`config.mk`:
```
export PLATFORM = sky130hd
export DESIGN_NAME = sha256_message_digest_flat
export DESIGN_NICKNAME = d
export VERILOG_FILES = /design/src/sv/sha256_pkg.sv /design/src/sv/sha256_if.sv /design/src/sv/sha256_queue.sv /design/src/sv/sha256_engine.sv /design/src/sv/sha256_message_digest.sv /design/src/flat_wrapper.sv
export VERILOG_INCLUDE_DIRS = /design/src /design/src/sv
export SDC_FILE = /design/constraint.sdc
export NUM_CORES = 2
export LEC_CHECK = 0
export BUFFER_PORTS_ARGS = -buffer_cell sky130_fd_sc_hd__buf_2
export CORE_ASPECT_RATIO = 2
export CORE_MARGIN = 1.5
export CORE_UTILIZATION = 65
export CTS_CLUSTER_SIZE = 12
export DETAILED_ROUTE_END_ITERATION = 10
export GPL_TIMING_DRIVEN = 0
export PLACE_DENSITY = 0.91
export SYNTH_ARGS = -nofsm -noshare
export SYNTH_HDL_FRONTEND = slang
export SYNTH_SLANG_ARGS = --single-unit
```
`constraint.sdc`:
```
create_clock -name clock -period 71.5 [get_ports clock]
set_input_delay 7.15 -clock clock [delete_from_list [all_inputs] [get_ports clock]]
set_output_delay 7.15 -clock clock [all_outputs]
set_load 0.1 [all_outputs]
```
`src/sv/assert_macros.svh`:
```
// assertion macros shared by the rtl
`ifndef ASSERT_MACROS_SVH
`define ASSERT_MACROS_SVH
// implication checked every clock outside reset
`define ASSERT_IMPL(label, clk, rst, ante, cons) \
   label: assert property (@(posedge clk) disable iff (rst) (ante) |-> (cons)) \
      else $error("assertion failed");
// next-cycle implication checked outside reset
`define ASSERT_NEXT(label, clk, rst, ante, cons) \
   label: assert property (@(posedge clk) disable iff (rst) (ante) |=> (cons)) \
      else $error("assertion failed");
`endif

```
`src/sv/sha256_pkg.sv`:
```
// package: sha-256 constants, types and round functions
package sha256_pkg;
   localparam int QueueDepth = 4;

   typedef enum logic [2:0] {
      ENG_IDLE, ENG_LOAD, ENG_ROUND, ENG_ADD, ENG_PAD, ENG_EMIT
   } eng_state_type;

   typedef struct packed {
      logic [7:0] data_byte;
      logic       has_byte;
      logic       end_of_message;
   } item_type;

   localparam logic [31:0] ROUND_K [64] = '{
      32'h428a2f98, 32'h71374491, 32'hb5c0fbcf, 32'he9b5dba5,
      32'h3956c25b, 32'h59f111f1, 32'h923f82a4, 32'hab1c5ed5,
      32'hd807aa98, 32'h12835b01, 32'h243185be, 32'h550c7dc3,
      32'h72be5d74, 32'h80deb1fe, 32'h9bdc06a7, 32'hc19bf174,
      32'he49b69c1, 32'hefbe4786, 32'h0fc19dc6, 32'h240ca1cc,
      32'h2de92c6f, 32'h4a7484aa, 32'h5cb0a9dc, 32'h76f988da,
      32'h983e5152, 32'ha831c66d, 32'hb00327c8, 32'hbf597fc7,
      32'hc6e00bf3, 32'hd5a79147, 32'h06ca6351, 32'h14292967,
      32'h27b70a85, 32'h2e1b2138, 32'h4d2c6dfc, 32'h53380d13,
      32'h650a7354, 32'h766a0abb, 32'h81c2c92e, 32'h92722c85,
      32'ha2bfe8a1, 32'ha81a664b, 32'hc24b8b70, 32'hc76c51a3,
      32'hd192e819, 32'hd6990624, 32'hf40e3585, 32'h106aa070,
      32'h19a4c116, 32'h1e376c08, 32'h2748774c, 32'h34b0bcb5,
      32'h391c0cb3, 32'h4ed8aa4a, 32'h5b9cca4f, 32'h682e6ff3,
      32'h748f82ee, 32'h78a5636f, 32'h84c87814, 32'h8cc70208,
      32'h90befffa, 32'ha4506ceb, 32'hbef9a3f7, 32'hc67178f2};

   localparam logic [31:0] INIT_HASH [8] = '{
      32'h6a09e667, 32'hbb67ae85, 32'h3c6ef372, 32'ha54ff53a,
      32'h510e527f, 32'h9b05688c, 32'h1f83d9ab, 32'h5be0cd19};

   localparam logic [7:0] PAD_MARKER = 8'h80;
   localparam logic [5:0] LEN_POS    = 6'd56;

   function automatic logic [31:0] rotr(input logic [31:0] v, input int n);
      rotr = (v >> n) | (v << (32 - n));
   endfunction
endpackage

```
`src/sv/sha256_if.sv`:
```
// valid/ready channel interfaces
interface sha256_req_if;
   import sha256_pkg::*;
   logic valid;
   logic ready;
   logic [7:0] data_byte;
   logic has_byte;
   logic end_of_message;
   modport source (output valid, data_byte, has_byte, end_of_message, input ready);
   modport sink (input valid, data_byte, has_byte, end_of_message, output ready);
endinterface

interface sha256_rsp_if;
   logic valid;
   logic ready;
   logic [31:0] digest_word;
   logic [2:0]  word_index;
   logic        last_word;
   modport source (output valid, digest_word, word_index, last_word, input ready);
   modport sink (input valid, digest_word, word_index, last_word, output ready);
endinterface

```
`src/sv/sha256_queue.sv`:
```
// small fifo between input front and hashing engine
module sha256_queue
   import sha256_pkg::*;
#(
   parameter int Depth = QueueDepth
) (
   input  logic     clock,
   input  logic     reset,
   input  logic     push,
   input  item_type push_item,
   output logic     full,
   input  logic     pop,
   output item_type pop_item,
   output logic     empty
);
   localparam int AW = $clog2(Depth);
   item_type         mem_ff [Depth];
   logic [AW-1:0]    wr_ff, wr_in, rd_ff, rd_in;
   logic [AW:0]      cnt_ff, cnt_in;

   assign full     = (cnt_ff == Depth[AW:0]);
   assign empty    = (cnt_ff == '0);
   assign pop_item = mem_ff[rd_ff];

   always_comb begin
      wr_in  = (wr_ff == AW'(Depth - 1)) ? '0 : wr_ff + 1'b1;
      rd_in  = (rd_ff == AW'(Depth - 1)) ? '0 : rd_ff + 1'b1;
      cnt_in = cnt_ff + (AW+1)'(push) - (AW+1)'(pop);
   end

   always_ff @(posedge clock) begin
      if (push) mem_ff[wr_ff] <= push_item;
   end

   always_ff @(posedge clock) begin
      if (reset) begin
         wr_ff <= '0; rd_ff <= '0; cnt_ff <= '0;
      end else begin
         if (push) wr_ff <= wr_in;
         if (pop) rd_ff <= rd_in;
         cnt_ff <= cnt_in;
      end
   end
endmodule

```
`src/sv/sha256_engine.sv`:
```
// back end: block packing, padding, compression rounds and digest output
module sha256_engine
   import sha256_pkg::*;
(
   input  logic     clock,
   input  logic     reset,
   input  logic     item_valid,
   input  item_type item,
   output logic     item_pop,
   sha256_rsp_if.source rsp
);
   eng_state_type state_ff, state_in;
   logic [31:0] blk_ff [16];
   logic [31:0] w_ff [16];
   logic [31:0] h_ff [8];
   logic [31:0] v_ff [8];
   logic [63:0] len_ff;
   logic [5:0]  pos_ff;
   logic [5:0]  rnd_ff;
   logic        fin_ff;       // message still needs its padding
   logic        second_ff;    // a length-only block still follows
   logic        last_blk_ff;  // block in the rounds is the final one
   logic [2:0]  out_ff;

   logic [31:0] s0, s1, wnew, wcur, t1, t2;
   logic [31:0] a, b, c, d, e, f, g, h;
   logic        overflow;

   // window shifts: w_ff[0] is the word for rounds 0 to 15; later rounds use the word computed from the window
   always_comb begin
      a = v_ff[0]; b = v_ff[1]; c = v_ff[2]; d = v_ff[3];
      e = v_ff[4]; f = v_ff[5]; g = v_ff[6]; h = v_ff[7];
      s0 = rotr(w_ff[1], 7) ^ rotr(w_ff[1], 18) ^ (w_ff[1] >> 3);
      s1 = rotr(w_ff[14], 17) ^ rotr(w_ff[14], 19) ^ (w_ff[14] >> 10);
      wnew = s1 + w_ff[9] + s0 + w_ff[0];
      wcur = (rnd_ff < 6'd16) ? w_ff[0] : wnew;
      t1 = h + (rotr(e, 6) ^ rotr(e, 11) ^ rotr(e, 25)) + ((e & f) ^ (~e & g))
         + ROUND_K[rnd_ff] + wcur;
      t2 = (rotr(a, 2) ^ rotr(a, 13) ^ rotr(a, 22)) + ((a & b) ^ (a & c) ^ (b & c));
      overflow = (pos_ff >= LEN_POS);
   end

   always_comb begin
      state_in = state_ff;
      item_pop = 1'b0;
      case (state_ff)
         ENG_IDLE: if (item_valid) begin
            item_pop = 1'b1;
            if (item.has_byte && pos_ff == 6'd63) state_in = ENG_LOAD;
            else if (item.end_of_message) state_in = ENG_PAD;
         end
         ENG_LOAD:  state_in = ENG_ROUND;
         ENG_ROUND: if (rnd_ff == 6'd63) state_in = ENG_ADD;
         ENG_ADD: begin
            if (last_blk_ff) state_in = ENG_EMIT;
            else if (second_ff) state_in = ENG_LOAD;
            else if (fin_ff) state_in = ENG_PAD;
            else state_in = ENG_IDLE;
         end
         ENG_PAD:   state_in = ENG_LOAD;
         ENG_EMIT:  if (rsp.ready && out_ff == 3'd7) state_in = ENG_IDLE;
         default:   state_in = ENG_IDLE;
      endcase
   end

   assign rsp.valid       = (state_ff == ENG_EMIT);
   assign rsp.digest_word = h_ff[out_ff];
   assign rsp.word_index  = out_ff;
   assign rsp.last_word   = (out_ff == 3'd7);

   // control and chaining state
   always_ff @(posedge clock) begin
      if (reset) begin
         state_ff <= ENG_IDLE;
         for (int i = 0; i < 8; i++) h_ff[i] <= INIT_HASH[i];
         len_ff <= '0; pos_ff <= '0; rnd_ff <= '0; out_ff <= '0;
         fin_ff <= 1'b0; second_ff <= 1'b0; last_blk_ff <= 1'b0;
      end else begin
         state_ff <= state_in;
         case (state_ff)
            ENG_IDLE: if (item_valid) begin
               fin_ff <= item.end_of_message;
               if (item.has_byte) begin
                  len_ff <= len_ff + 64'd8;
                  pos_ff <= pos_ff + 6'd1;
               end
            end
            ENG_LOAD:  rnd_ff <= '0;
            ENG_ROUND: rnd_ff <= rnd_ff + 6'd1;
            ENG_ADD: begin
               for (int i = 0; i < 8; i++) h_ff[i] <= h_ff[i] + v_ff[i];
               if (last_blk_ff) begin
                  last_blk_ff <= 1'b0;
                  out_ff <= '0;
               end else if (second_ff) begin
                  second_ff <= 1'b0;
                  last_blk_ff <= 1'b1;
               end
            end
            ENG_PAD: begin
               fin_ff <= 1'b0;
               if (overflow) second_ff <= 1'b1;
               else last_blk_ff <= 1'b1;
            end
            ENG_EMIT: if (rsp.ready) begin
               out_ff <= out_ff + 3'd1;
               if (out_ff == 3'd7) begin
                  for (int i = 0; i < 8; i++) h_ff[i] <= INIT_HASH[i];
                  len_ff <= '0; pos_ff <= '0;
               end
            end
            default: ;
         endcase
      end
   end

   // block, schedule window and round variables
   always_ff @(posedge clock) begin
      if (!reset) begin
         case (state_ff)
            ENG_IDLE: if (item_valid && item.has_byte) begin
               blk_ff[pos_ff[5:2]][{~pos_ff[1:0], 3'b000} +: 8] <= item.data_byte;
            end
            ENG_LOAD: begin
               w_ff <= blk_ff;
               v_ff <= h_ff;
            end
            ENG_ROUND: begin
               for (int i = 0; i < 15; i++) w_ff[i] <= w_ff[i+1];
               w_ff[15] <= wcur;
               v_ff[7] <= g; v_ff[6] <= f; v_ff[5] <= e; v_ff[4] <= d + t1;
               v_ff[3] <= c; v_ff[2] <= b; v_ff[1] <= a; v_ff[0] <= t1 + t2;
            end
            ENG_ADD: if (second_ff) begin
               for (int i = 0; i < 14; i++) blk_ff[i] <= '0;
               blk_ff[14] <= len_ff[63:32];
               blk_ff[15] <= len_ff[31:0];
            end
            // marker, zero fill, and the length when it fits
            ENG_PAD: begin
               for (int p = 0; p < 64; p++) begin
                  if (!overflow && p >= 56)
                     blk_ff[4'(p >> 2)][8*(3 - (p & 3)) +: 8] <= len_ff[8*(63 - p) +: 8];
                  else if (6'(p) == pos_ff)
                     blk_ff[4'(p >> 2)][8*(3 - (p & 3)) +: 8] <= PAD_MARKER;
                  else if (6'(p) > pos_ff)
                     blk_ff[4'(p >> 2)][8*(3 - (p & 3)) +: 8] <= 8'h00;
               end
            end
            default: ;
         endcase
      end
   end
endmodule

```
`src/sv/sha256_message_digest.sv`:
```
// top level: streaming sha-256 digest
//
// req channel: one beat per message item (optional byte, end flag)
// rsp channel: eight beats of 32-bit digest words after the end beat
// a 4-entry queue decouples the front from the hashing engine
// byte beats are absorbed in the engine's idle state; a beat completing a 64-byte
// block also runs a load, 64 rounds on one shared round unit and one
// chaining add; an end beat adds a padding step, one or two blocks
// of that kind, then the 8 digest beats
// reset restores the initial hash, clears length and byte position
// a stalled receiver holds the engine; the queue keeps taking beats
// until full, then req ready drops
// from an end beat to the first digest word the engine runs pad, load,
// rounds and add, with a second load, rounds and add when the length spills
// into a second block, and a full block first when that beat completes one
module sha256_message_digest
   import sha256_pkg::*;
#(
   parameter int QDepth = QueueDepth
) (
   input logic clock,
   input logic reset,
   sha256_req_if.sink   req,
   sha256_rsp_if.source rsp
);
   `include "assert_macros.svh"
   item_type in_item, q_item;
   logic q_full, q_empty, q_pop;

   assign in_item = '{data_byte: req.data_byte, has_byte: req.has_byte,
                      end_of_message: req.end_of_message};
   assign req.ready = !q_full;

   sha256_queue #(.Depth(QDepth)) u_queue (
      .clock, .reset, .push(req.valid && !q_full), .push_item(in_item),
      .full(q_full), .pop(q_pop), .pop_item(q_item), .empty(q_empty));

   sha256_engine u_engine (
      .clock, .reset, .item_valid(!q_empty), .item(q_item), .item_pop(q_pop),
      .rsp(rsp));

   `ASSERT_IMPL(a_no_pop_empty, clock, reset, q_pop, !q_empty)
   `ASSERT_IMPL(a_ready_full, clock, reset, q_full, !req.ready)
   `ASSERT_NEXT(a_rsp_hold, clock, reset, rsp.valid && !rsp.ready, rsp.valid && $stable(rsp.digest_word) && $stable(rsp.word_index))
   `ASSERT_NEXT(a_last_idx, clock, reset, rsp.valid && rsp.ready && rsp.last_word, !rsp.valid)
endmodule

```
`src/flat_wrapper.sv`:
```
// flat-port wrapper written by rule: the top's interface ports become plain ports
module sha256_message_digest_flat import sha256_pkg::*;
#(
   parameter int QDepth = QueueDepth
)
  (clock, reset, req_valid, req_data_byte, req_has_byte, req_end_of_message, req_ready, rsp_valid, rsp_digest_word, rsp_word_index, rsp_last_word, rsp_ready);
  sha256_req_if req_i ();
  sha256_rsp_if rsp_i ();
  input logic clock;
  input logic reset;
  input wire logic [$bits(req_i.valid)-1:0] req_valid;
  input wire logic [$bits(req_i.data_byte)-1:0] req_data_byte;
  input wire logic [$bits(req_i.has_byte)-1:0] req_has_byte;
  input wire logic [$bits(req_i.end_of_message)-1:0] req_end_of_message;
  output wire logic [$bits(req_i.ready)-1:0] req_ready;
  output wire logic [$bits(rsp_i.valid)-1:0] rsp_valid;
  output wire logic [$bits(rsp_i.digest_word)-1:0] rsp_digest_word;
  output wire logic [$bits(rsp_i.word_index)-1:0] rsp_word_index;
  output wire logic [$bits(rsp_i.last_word)-1:0] rsp_last_word;
  input wire logic [$bits(rsp_i.ready)-1:0] rsp_ready;
  assign req_i.valid = req_valid;
  assign req_i.data_byte = req_data_byte;
  assign req_i.has_byte = req_has_byte;
  assign req_i.end_of_message = req_end_of_message;
  assign req_ready = req_i.ready;
  assign rsp_valid = rsp_i.valid;
  assign rsp_digest_word = rsp_i.digest_word;
  assign rsp_word_index = rsp_i.word_index;
  assign rsp_last_word = rsp_i.last_word;
  assign rsp_i.ready = rsp_ready;
  sha256_message_digest #(.QDepth(QDepth)) u_core (.clock(clock), .reset(reset), .req(req_i), .rsp(rsp_i));
endmodule
```
==> qor.csv, run 1 <==
stage;metric;value;unit
status;stop_stage;global routing;
logic_synthesis;synthesis.area_per_instance;9.23;um2
clock_tree;clock_path_buffers;4;
logic_synthesis;mappedNetlistArea;98800;um2
status;run_status;stopped before the end;
logic_synthesis;ys_async_sr_fraction;0;%
clock_tree;postCtsResizedCells;0;
placement;placed_cells_incl_taps;12800;
global_route;globalRoute.totalOverflow;1658;
logic_synthesis;post_synth_most_frequent_cells;nand2_1, edfxtp_1, nor2_1;
clock_tree;post-cts-setup-buffers;0;
global_route;grt_pass1_vias;107000;
placement;gpl.final_weighted_congestion;1.20;
logic_synthesis;yosysMostFrequentCell;nand2_1;
floorplan;floorplan.initialDensity;65.4;%
floorplan;die_height;554;um
logic_synthesis;ys_seq_area_share;47.1;%
clock_tree;cts_buffers;170;
status;first-error;[ERROR GRT-0116] Global routing finished with congestion. Check the congestion regions in the DRC Viewer.;
global_route;grt_start_max_net_pins;138;
global_route;wire_length_of_the_first_global_routing_pass;869;mm
logic_synthesis;synth_warnings;0;
placement;buffer_ports.inserted;50;
logic_synthesis;synth_top_area_share;40.1;%
clock_tree;htreeDepth;4;
logic_synthesis;post-synth-top-area-cell;edfxtp_1;
floorplan;core.rowCount;202;
logic_synthesis;synth_flop_cell;edfxtp_1;
global_route;grtUsageTotal;75.6;%
logic_synthesis;synth_enable_flop_cells;1320;
placement;half_perimeter_wire_length_after_placement;349;mm
logic_synthesis;post_synth_inst_count;10700;
clock_tree;clock_sinks;1667;
floorplan;boundaryPins;52;
clock_tree;cts-hold-fix-buffers;0;
clock_tree;root_buffer;clkbuf_16;
logic_synthesis;synth.distinct_cells;88;
logic_synthesis;yosys_register_bits;1667;
logic_synthesis;syn-num-nets;11300;
logic_synthesis;ys_top_cells_by_area;edfxtp_1, nand2_1, dfxtp_1;
floorplan;fp.dieW;279;um
-- through the flow --
step | cell area, um2 | hold slack [ns] | setup WS, ns | util, %
2_1_floorplan | 98800 | 0.446 | 9.12 | -
3_3_place_gp | 101000 | 0.464 | -16.72 | 67.2
3_5_place_dp | 103000 | 0.481 | 58.12 | 67.9
4_1_cts | 107000 | 0.487 | 58.05 | 71.1
-- routing by layer --
| metal | global-route usage (%) | overflow |
|---|---|---|
| met5 | 26.7 | 7 |
| met4 | 80.4 | 597 |
| met1 | 71.1 | 11 |
| met3 | 59.1 | 33 |
| met2 | 95.5 | 1010 |
-- cell families after synthesis --
kind of cell	count (synthesis)	synth area share [%]
adders and majority gates	630	9.39
DFF	1667	47.1
AOI/OAI and AO/OA	2157	13.1
and+or+nand+nor	4420	18.0
muxes	176	2.90
xor gates and xnor gates	608	5.39
buffers and inverters	1053	4.01
==> run 2: changes to the inputs <==
--- a/config.mk
+++ b/config.mk
@@ -7,13 +7,11 @@
 export NUM_CORES = 2
 export LEC_CHECK = 0
 export BUFFER_PORTS_ARGS = -buffer_cell sky130_fd_sc_hd__buf_2
-export CORE_ASPECT_RATIO = 2
 export CORE_MARGIN = 1.5
-export CORE_UTILIZATION = 65
-export CTS_CLUSTER_SIZE = 12
+export CORE_UTILIZATION = 40
 export DETAILED_ROUTE_END_ITERATION = 10
 export GPL_TIMING_DRIVEN = 0
-export PLACE_DENSITY = 0.91
+export PLACE_DENSITY_LB_ADDON = 0.15
 export SYNTH_ARGS = -nofsm -noshare
 export SYNTH_HDL_FRONTEND = slang
 export SYNTH_SLANG_ARGS = --single-unit
==> run 2 against run 1 <==
Effect of this change: the flow now finishes, with violations (capacitance limit, slew limit); area after synthesis is the same; synthesized cell count is the same.
==> qor.csv, run 2 <==
stage;metric;value;unit
detailed_routing;wl_per_instance;29.5;um
clock_tree;clock_tree_from_tritoncts;done;
clock_tree;clock_sinks;1667;
detailed_routing;drt_wl_total;426;mm
finish;flow.area_growth_from_synthesis;12.3;%
hold_path;timing.hold.worst.start;u_core.u_engine.blk_ff[10];
logic_synthesis;synth_enable_flop_cells;1320;
worst_setup_path;cell_with_the_largest_stage_delay_on_the_worst_path;xnor2_1;
status;run_status;complete, but fails checks;
logic_synthesis;ys_top_cells_by_area;edfxtp_1, nand2_1, dfxtp_1;
worst_setup_path;cpLargestDelayFamily;compound AO/OA/AOI/OAI gates;
worst_setup_path;worst_r2r_startpoint;u_core.u_engine.w_ff[467];
finish;nets_finish;11700;
detailed_routing;viasPerCell;5.84;
clock_tree;postCtsResizedCells;0;
floorplan;design.die.area;250000;um2
logic_synthesis;yosysMostFrequentCell;nand2_1;
run;drv.max_cap_violation_count;10;
worst_setup_path;worst_ep_required_time;72.11;ns
detailed_routing;firstDrtPassIters;6;
floorplan;floorplan.initialDensity;40.2;%
worst_setup_path;critPathMostFrequentCell;fa_1;
hold_path;holdPathStages;2;
timing;timing.final.crit_share;18.8;%
logic_synthesis;synth_warnings;0;
clock_tree;cts-hold-fix-buffers;0;
timing;finalWorstSetupSlack;58.07;ns
status;violations;capacitance limit, slew limit;
worst_setup_path;worstPathArrival;14.04;ns
logic_synthesis;synth_top_area_share;40.1;%
clock_tree;post-cts-setup-buffers;0;
global_route;grtUsageTotal;33.4;%
finish;finalCoreUtilization;45.1;%
clock_tree;clock_path_buffers;3;
detailed_routing;initialDrtViolationCount;9881;
logic_synthesis;ys_seq_area_share;47.1;%
timing;skew;0.110;ns
logic_synthesis;ys_async_sr_fraction;0;%
timing;fin_setup_tns;0;ns
clock_tree;root_buffer;clkbuf_16;
worst_setup_path;worstPathMaxFanout;4;
placement;detailedPlace.worstSlack;58.36;ns
logic_synthesis;mappedNetlistArea;98800;um2
hold_path;end_point_of_the_worst_hold_path;u_core.u_engine.w_ff[10];
finish;post_layout_nonfiller_instances;14500;
floorplan;core.rowCount;182;
placement;half_perimeter_wire_length_after_placement;331;mm
timing;worst_max_slew_margin_expressed_relative_to_the_limit;-9.05;%
floorplan;fp.dieW;500;um
floorplan;boundaryPins;52;
worst_setup_path;crit_path_max_incr_delay;1.04;ns
clock_tree;htreeDepth;4;
finish;final_layout_size_suffix_gt1_share;5.93;%
global_route;grt_pass1_vias;79700;
worst_setup_path;cp-start-kind;flop;
timing;setup_viol;0;
logic_synthesis;yosys_register_bits;1667;
finish;layout_commonest_cell;nand2_1;
global_route;grt_start_max_net_pins;121;
logic_synthesis;post-synth-top-area-cell;edfxtp_1;
clock_tree;cts_buffers;192;
finish;biggest_registers_after_layout;u_core.u_engine.blk_ff (512), u_core.u_engine.w_ff (512), u_core.u_engine.h_ff (256);
logic_synthesis;synth.distinct_cells;88;
worst_setup_path;path_depth;44;
worst_setup_path;endpoint_kind;flop;
logic_synthesis;syn-num-nets;11300;
floorplan;die_height;500;um
timing;pin_slew_with_the_least_headroom_to_its_limit;1.64;ns
worst_setup_path;r2r-end;u_core.u_engine.a[29];
global_route;grt_antenna_before_repair;48;
worst_setup_path;crit_type;reg2reg;
timing;fmax;74.5;MHz
detailed_routing;ant_nets;0;
placement;gpl.final_weighted_congestion;0.991;
worst_setup_path;rrSetupSlack;58.07;ns
placement;buffer_ports.inserted;50;
placement;placed_cells_incl_taps;14100;
worst_setup_path;timing.critical_path.buf_inv;5;
clock_tree;worstSkewPairLatency;0.92;ns
global_route;wire_length_of_the_first_global_routing_pass;594;mm
worst_setup_path;reg2reg_depth;44;
detailed_routing;drt_drc_violations_left;0;
floorplan;fp.coreArea;246000;um2
logic_synthesis;post_synth_inst_count;10700;
detailed_routing;via_count;84500;
logic_synthesis;synth_flop_cell;edfxtp_1;
clock_tree;clock_edge_transition_at_the_registers_on_the_reported_setup_and_hold_paths;0.06;ns
hold_path;hold_path_class;reg2reg;
global_route;globalRoute.totalOverflow;0;
logic_synthesis;post_synth_most_frequent_cells;nand2_1, edfxtp_1, nor2_1;
timing;final.min_clock_period;13.43;ns
timing;setup_repair_after_global_routing_missed_its_margin;no;
logic_synthesis;synthesis.area_per_instance;9.23;um2
timing;hold_viol_final;0;
timing;slew_viol_final;77;
finish;most-common-layout-cells;nand2_1, edfxtp_1, nor2_1;
## run 2: tightest hold or removal path, cell delays in order, from the launching register on
cell      delay, ns
edfxtp_1       0.33
nand2_1        0.05
o21ai_0        0.06
## run 2: worst max-delay path by stage
stage                                   start                         to  slack (ns)
finish              u_core.u_engine.w_ff[467]      u_core.u_engine.a[29]       58.07
global route        u_core.u_engine.w_ff[467]      u_core.u_engine.a[29]       57.63
CTS                 u_core.u_engine.w_ff[467]      u_core.u_engine.a[29]       58.25
detailed placement  u_core.u_engine.w_ff[467]      u_core.u_engine.a[29]       58.36
global placement                        reset  u_core.u_engine.w_ff[142]      -23.86
floorplan                               reset       u_core.u_engine.a[0]        9.12
## run 2: cell families (layout without fill, tap and decap cells)
family,after synthesis,in the layout,share of synthesized area [%]
other cells,0,19,0
xor+xnor,608,608,5.39
compound gates,2157,2157,13.1
flops,1667,1667,47.1
simple gates,4420,4420,18.0
buf+inv,1053,1558,4.01
mux,176,176,2.90
fa+ha+maj,630,630,9.39
## run 2: cell type report
class,count,area (um2)
Antenna cell,19,47.5
Buffer,605,2320
Clock buffer,250,5160
Clock inverter,109,1390
Fill cell,23900,135000
Inverter,448,1690
Multi-Input combinational cell,7991,48300
Sequential cell,1667,46600
Tap cell,3220,4030
Timing Repair Buffer,146,1400
## run 2: routing by layer
metal,up-vias,track usage (%),routed length [um]
li1,37700,-,-
met1,41800,44.4,176000
met2,4045,51.3,189000
met3,914,6.69,36100
met4,28,17.7,25000
met5,-,0,204
## run 2: stage by stage
step                cell area, um2  hold slack, ns
finish                      111000           0.481
global route                111000           0.501
CTS                         111000           0.480
detailed placement          104000           0.479
global placement            103000           0.469
floorplan                    98800           0.446
Power of run 2 is left out: the tool's default activity adds up to more than one toggle a clock period on the data nets, which glitch-free logic cannot reach.
